$ cat src/rtl/mea_pkg.sv
// Package for the meter energy accumulator.
// Holds widths, scale constants, list type codes and the lane control struct.
// No dependencies.
package mea_pkg;

  // Datapath widths
  localparam int ACC_WIDTH   = 64;
  localparam int TIME_WIDTH  = 32;
  localparam int POWER_WIDTH = 16;
  localparam int METER_WIDTH = 40;

  // Watt-milliseconds per watt-hour
  localparam longint unsigned WMS_PER_WH_VAL = 64'd3600000;
  localparam int WMS_W = $clog2(WMS_PER_WH_VAL + 1);
  localparam logic [WMS_W-1:0] WMS_PER_WH = WMS_W'(WMS_PER_WH_VAL);

  // Product widths and the common width used for the saturation compares
  localparam int PROD_W  = TIME_WIDTH + POWER_WIDTH;
  localparam int PEXT_W  = (PROD_W > ACC_WIDTH) ? PROD_W : ACC_WIDTH;
  localparam int MPROD_W = METER_WIDTH + WMS_W;
  localparam int MEXT_W  = (MPROD_W > ACC_WIDTH) ? MPROD_W : ACC_WIDTH;

  // Report detail levels
  typedef enum logic [1:0] {
    LT_BASIC    = 2'd0,
    LT_IMPORT   = 2'd1,
    LT_FULL     = 2'd2,
    LT_COUNTERS = 2'd3
  } list_type_e;

  // Per-lane update control
  typedef struct packed {
    logic add_en;   // add interval times power
    logic load_en;  // load from the meter counter
  } lane_ctrl_t;

endpackage

$ cat src/rtl/mea_lane.sv
// One energy lane: saturating multiply-accumulate or saturating counter load.
// Depends on mea_pkg.
module mea_lane (
  input  logic [mea_pkg::ACC_WIDTH-1:0]   acc_i,
  input  logic [mea_pkg::TIME_WIDTH-1:0]  dt_i,
  input  logic [mea_pkg::POWER_WIDTH-1:0] pwr_i,
  input  logic [mea_pkg::METER_WIDTH-1:0] meter_i,
  input  mea_pkg::lane_ctrl_t             ctrl_i,
  output logic [mea_pkg::ACC_WIDTH-1:0]   acc_o
);
  import mea_pkg::*;

  localparam logic [ACC_WIDTH-1:0] ACC_MAX = '1;

  logic [PROD_W-1:0]    prod;
  logic [PEXT_W-1:0]    prod_ext;
  logic [ACC_WIDTH-1:0] prod_sat;
  logic [ACC_WIDTH:0]   sum;
  logic [ACC_WIDTH-1:0] sum_sat;
  logic [MPROD_W-1:0]   mprod;
  logic [MEXT_W-1:0]    mprod_ext;
  logic [ACC_WIDTH-1:0] load_sat;

  // Interval times power, clamped to the accumulator range
  assign prod     = PROD_W'(dt_i) * PROD_W'(pwr_i);
  assign prod_ext = PEXT_W'(prod);
  assign prod_sat = (prod_ext > PEXT_W'(ACC_MAX)) ? ACC_MAX : prod_ext[ACC_WIDTH-1:0];

  // Saturating accumulate
  assign sum     = {1'b0, acc_i} + {1'b0, prod_sat};
  assign sum_sat = sum[ACC_WIDTH] ? ACC_MAX : sum[ACC_WIDTH-1:0];

  // Meter counter scaled from Wh to W*ms, clamped
  assign mprod     = MPROD_W'(meter_i) * MPROD_W'(WMS_PER_WH);
  assign mprod_ext = MEXT_W'(mprod);
  assign load_sat  = (mprod_ext > MEXT_W'(ACC_MAX)) ? ACC_MAX
                                                    : mprod_ext[ACC_WIDTH-1:0];

  // Select the lane update
  always_comb begin
    if (ctrl_i.load_en) begin
      acc_o = load_sat;
    end else if (ctrl_i.add_en) begin
      acc_o = sum_sat;
    end else begin
      acc_o = acc_i;
    end
  end

endmodule

$ cat config.mk
export PLATFORM = sky130hd
export DESIGN_NAME = mea_lane
export DESIGN_NICKNAME = d
export VERILOG_FILES = /design/src/rtl/mea_pkg.sv /design/src/rtl/mea_lane.sv
export SDC_FILE = /design/constraint.sdc
export NUM_CORES = 2
export LEC_CHECK = 0
export BUFFER_PORTS_ARGS = -buffer_cell sky130_fd_sc_hd__buf_2
export CORE_MARGIN = 2
export CORE_UTILIZATION = 60
export DETAILED_ROUTE_END_ITERATION = 16
export PLACE_DENSITY = 0.76
export SETUP_SLACK_MARGIN = 0.5
export SYNTH_ARGS = -nofsm -noshare
export SYNTH_HDL_FRONTEND = slang
export SYNTH_SLANG_ARGS = --single-unit
$ cat constraint.sdc
create_clock -name vclk -period 29.4
set_clock_uncertainty 0.2 [all_clocks]
set_input_delay 5.88 -clock vclk [all_inputs]
set_output_delay 5.88 -clock vclk [all_outputs]
set_load 0.1 [all_outputs]
Yosys cells after proc, flatten, opt, wreduce, memory -nomap -nowiden. Cells that the tools add are included.

Bits in registers: 0. Output and inout bits: 64. Memory bits (read-only): 0. Latch bits: 0. Word-level logic and storage cells: 10. RAM bits: 0. Memories: 0. Bits of input ports: 154.

$mul: 2. $lt $le $gt $ge: 2. Equality and inequality tests: 0. Divide/modulo/power cells: 0. Bitwise gates (word level): 0. Shift operators: 0. Muxes and demuxes: 5. Add/sub/neg operators: 1. Reduce and logical (&&, ||, !) cells: 0.

Operator list (number): $mux W64 (5); $add A64 B64 Y65 (1); $gt A48 B64 Y1 const B (1); $gt A62 B64 Y1 const B (1); $mul A40 B15 Y55 const B (1); $mul A32 B16 Y48 (1).

Logic depth before layout (Yosys ltp).
Depth in word-level cells: 7. Depth in mapped cells: 37.

Least setup slack after synthesis. OpenSTA, ideal clock, no wires.

Path kind: input-to-output. Start point: input port pwr_i[1] (netlist name). End point: output port acc_o[2] (netlist name). Data arrival time: 15.910 ns. Required time: 23.320 ns. Stages: 34. Slack: 7.410 ns. Cell sequence: clkbuf_1 > nand2_1 > fa_1 > inv_1 > fa_1 > inv_1 > fa_1 > inv_1 > fa_1 > fa_1 > inv_1 > fa_1 > inv_1 > ha_1 > a211oi_1 > nand2_1 > o22ai_1 > a21oi_1 > a31oi_1 > a21oi_1 > a311oi_1 > o21ai_1 > and4_1 > or4_1 > ha_1 > clkbuf_1 > nand4_1 > a211o_1 > o211ai_1 > o31ai_2 > nor2_1 > buf_2 > nor2_1 > a211oi_1.

Word-level cells in the longest chain between the ends: 7.

RTL lines: from (decl) (line mea_lane.sv:6) `input logic [mea_pkg::POWER_WIDTH-1:0] pwr_i,`; $mul A32 B16 Y48 * (line mea_lane.sv:25) `assign prod = PROD_W'(dt_i) * PROD_W'(pwr_i);`; $gt A48 B64 Y1 (line mea_lane.sv:27) `assign prod_sat = (prod_ext > PEXT_W'(ACC_MAX)) ? ACC_MAX : prod_ext[ACC_WIDTH-1:0];`; $mux W64 * (line mea_lane.sv:27); $add A64 B64 Y65 * (line mea_lane.sv:30) `assign sum = {1'b0, acc_i} + {1'b0, prod_sat};`; $mux W64 * (line mea_lane.sv:31) `assign sum_sat = sum[ACC_WIDTH] ? ACC_MAX : sum[ACC_WIDTH-1:0];`; $mux W64 * (line mea_lane.sv:43) `end else if (ctrl_i.add_en) begin`; $mux W64 * (line mea_lane.sv:41) `if (ctrl_i.load_en) begin`; to (decl) (line mea_lane.sv:9) `output logic [mea_pkg::ACC_WIDTH-1:0] acc_o`.

Mark *: on every way between the ends. The rest lies on a longest branch, timed or not.

Worst setup path in the final report.
Start point: input port pwr_i[1] (netlist name). End point: output port acc_o[39] (netlist name).

The elaborated chain is that of the path after synthesis.

==> metrics <==
All-Layer GR Usage 0.314; Final Hold Viols 0; CP max FO 32; average size of a mapped cell 8.86 um2; Fill cells approximately 4600; Top Ports about 220; yosys warns 0; most frequent cells in the layout inv_1, fa_1, nand2_1; Setup CP Type in -> out; slowest stage cell, crit path buf_2; post-route DRC violation count 0; period utilization 0.745; setup violators final 0; kind of end point of the critical path output pin; DR iter-0 viols roughly 1700; Core ar. between 50000 and 60000 um2; DR vias/cell just under 6; Max Clock Freq 45.6 MHz; most common library cell in the layout ignoring fill and taps inv_1; Placed Cells about 4400; Worst Setup Start Kind primary input; WL per Instance ~19 um; number of routed nets with antenna violations 0; min-delay worst type in -> out; Layout Cells excl Fill about 4400; hold_buf cts 0; Die ar. ~56000 um2; sequential cell count 0; worst-margin pin slew slightly above 0.9 ns; max-cap check violation count 0; Layout clock buffers 0; CTS resizes 0; TNS Setup 0 ns; area of the multi-input gates 28800 um2; cell taking the most area after synthesis fa_1; final wirelength ~85 mm; die width between 200 and 250 um; post-DP HPWL about 71 mm; PortBufs 218; # rows 85; Rel. slew slack 0.384; initial core utilization 0.604; status completed; CP max stage delay ~0.6 ns; total number of vias about 26000; routability cong. just over 0.9; Syn Inst Count 3646; first-pass GRT wire length between 100 and 150 mm; min Tclk post-route 21.91 ns; initial antenna violation count 9; vias in the first global route ~27000; Synth top area share 0.465; GR Overflow Total 0; WHS Path Cells 4; Final Max Tran Viols 0; drt pass-1 iters 5; Post-Syn Area 32300 um2; area grow syn2layout 4.61%; Seq/Total Area, Yosys 0; synth top area cells fa_1, ha_1, inv_1; RSZ-0062 raised after global routing false; Register Area 0 um2; post-synth cell types 75; Worst EP arrival about 16 ns; Synth Net Count roughly 4900; largest net degree at the start of global routing between 50 and 60; worst path required time 23.32 ns; Post-CTS Setup Inserts 0; Die H between 200 and 250 um; CP most frequent cell fa_1; layout cell share with drive strength beyond 1 0.0676; Net count, final 4996
## cell usage after synthesis, drive strengths merged (27+ instances only)
master	number
nand3	27
xnor2	100
and2	185
nand2	440
o21bai	35
a21oi	170
o21ai	105
xor2	48
clkbuf	130
ha	359
inv	789
nor2	88
fa	751
a21o	74
nand4	29
## routing by layer
layer / global-route usage / wire [um]
met5: 0 / 34
met4: 0.131 / 4150
met3: 0.0360 / 6100
met2: 0.529 / 40900
met1: 0.414 / 33500
## path summary, 6_finish.rpt
| kind | start | endpoint |
|---|---|---|
| setup / recovery | pwr_i[1] | acc_o[39] |
| hold / removal | acc_i[6] | acc_o[6] |
## worst max-delay path: cells and delay by family
kind            cells  cell delay (ns)
fa+ha+maj           8             3.83
buf+inv             8             1.74
simple gates        6             1.40
compound gates     12             2.95
## per-stage QoR
stage / hold slack, ns / setup WS [ns] / area [um2] / utilization
global placement: 12.09 / 7.77 / 33800 / 0.631
finish: 12.10 / 7.49 / 33800 / 0.632
global route: 12.13 / 6.85 / 33800 / 0.631
detailed placement: 12.10 / 7.56 / 33800 / 0.631
CTS: 12.10 / 7.57 / 33800 / 0.631
floorplan: 12.00 / 7.41 / 32300 / -
## kinds of logic (layout without fill, tap and decap cells)
group | Yosys count | after routing | share of synthesized area
AO/OA/AOI/OAI | 580 | 580 | 0.119
buffers and inverters | 929 | 1013 | 0.108
XOR/XNOR | 148 | 148 | 0.0401
AND/OR/NAND/NOR | 877 | 877 | 0.128
multiplexers | 2 | 2 | 0.000620
other | 0 | 7 | 0
adder cells (fa/ha/maj) | 1110 | 1110 | 0.605
## layout make-up
class,instances,area share
Multi-Input combinational cell,2717,0.853
Timing Repair Buffer,223,0.0334
Antenna cell,7,0.000518
Tap cell,696,0.0258
Inverter,790,0.0878
Power is not shown: default switching activity piles up to over one toggle a cycle in this logic, so the estimate is an artifact.
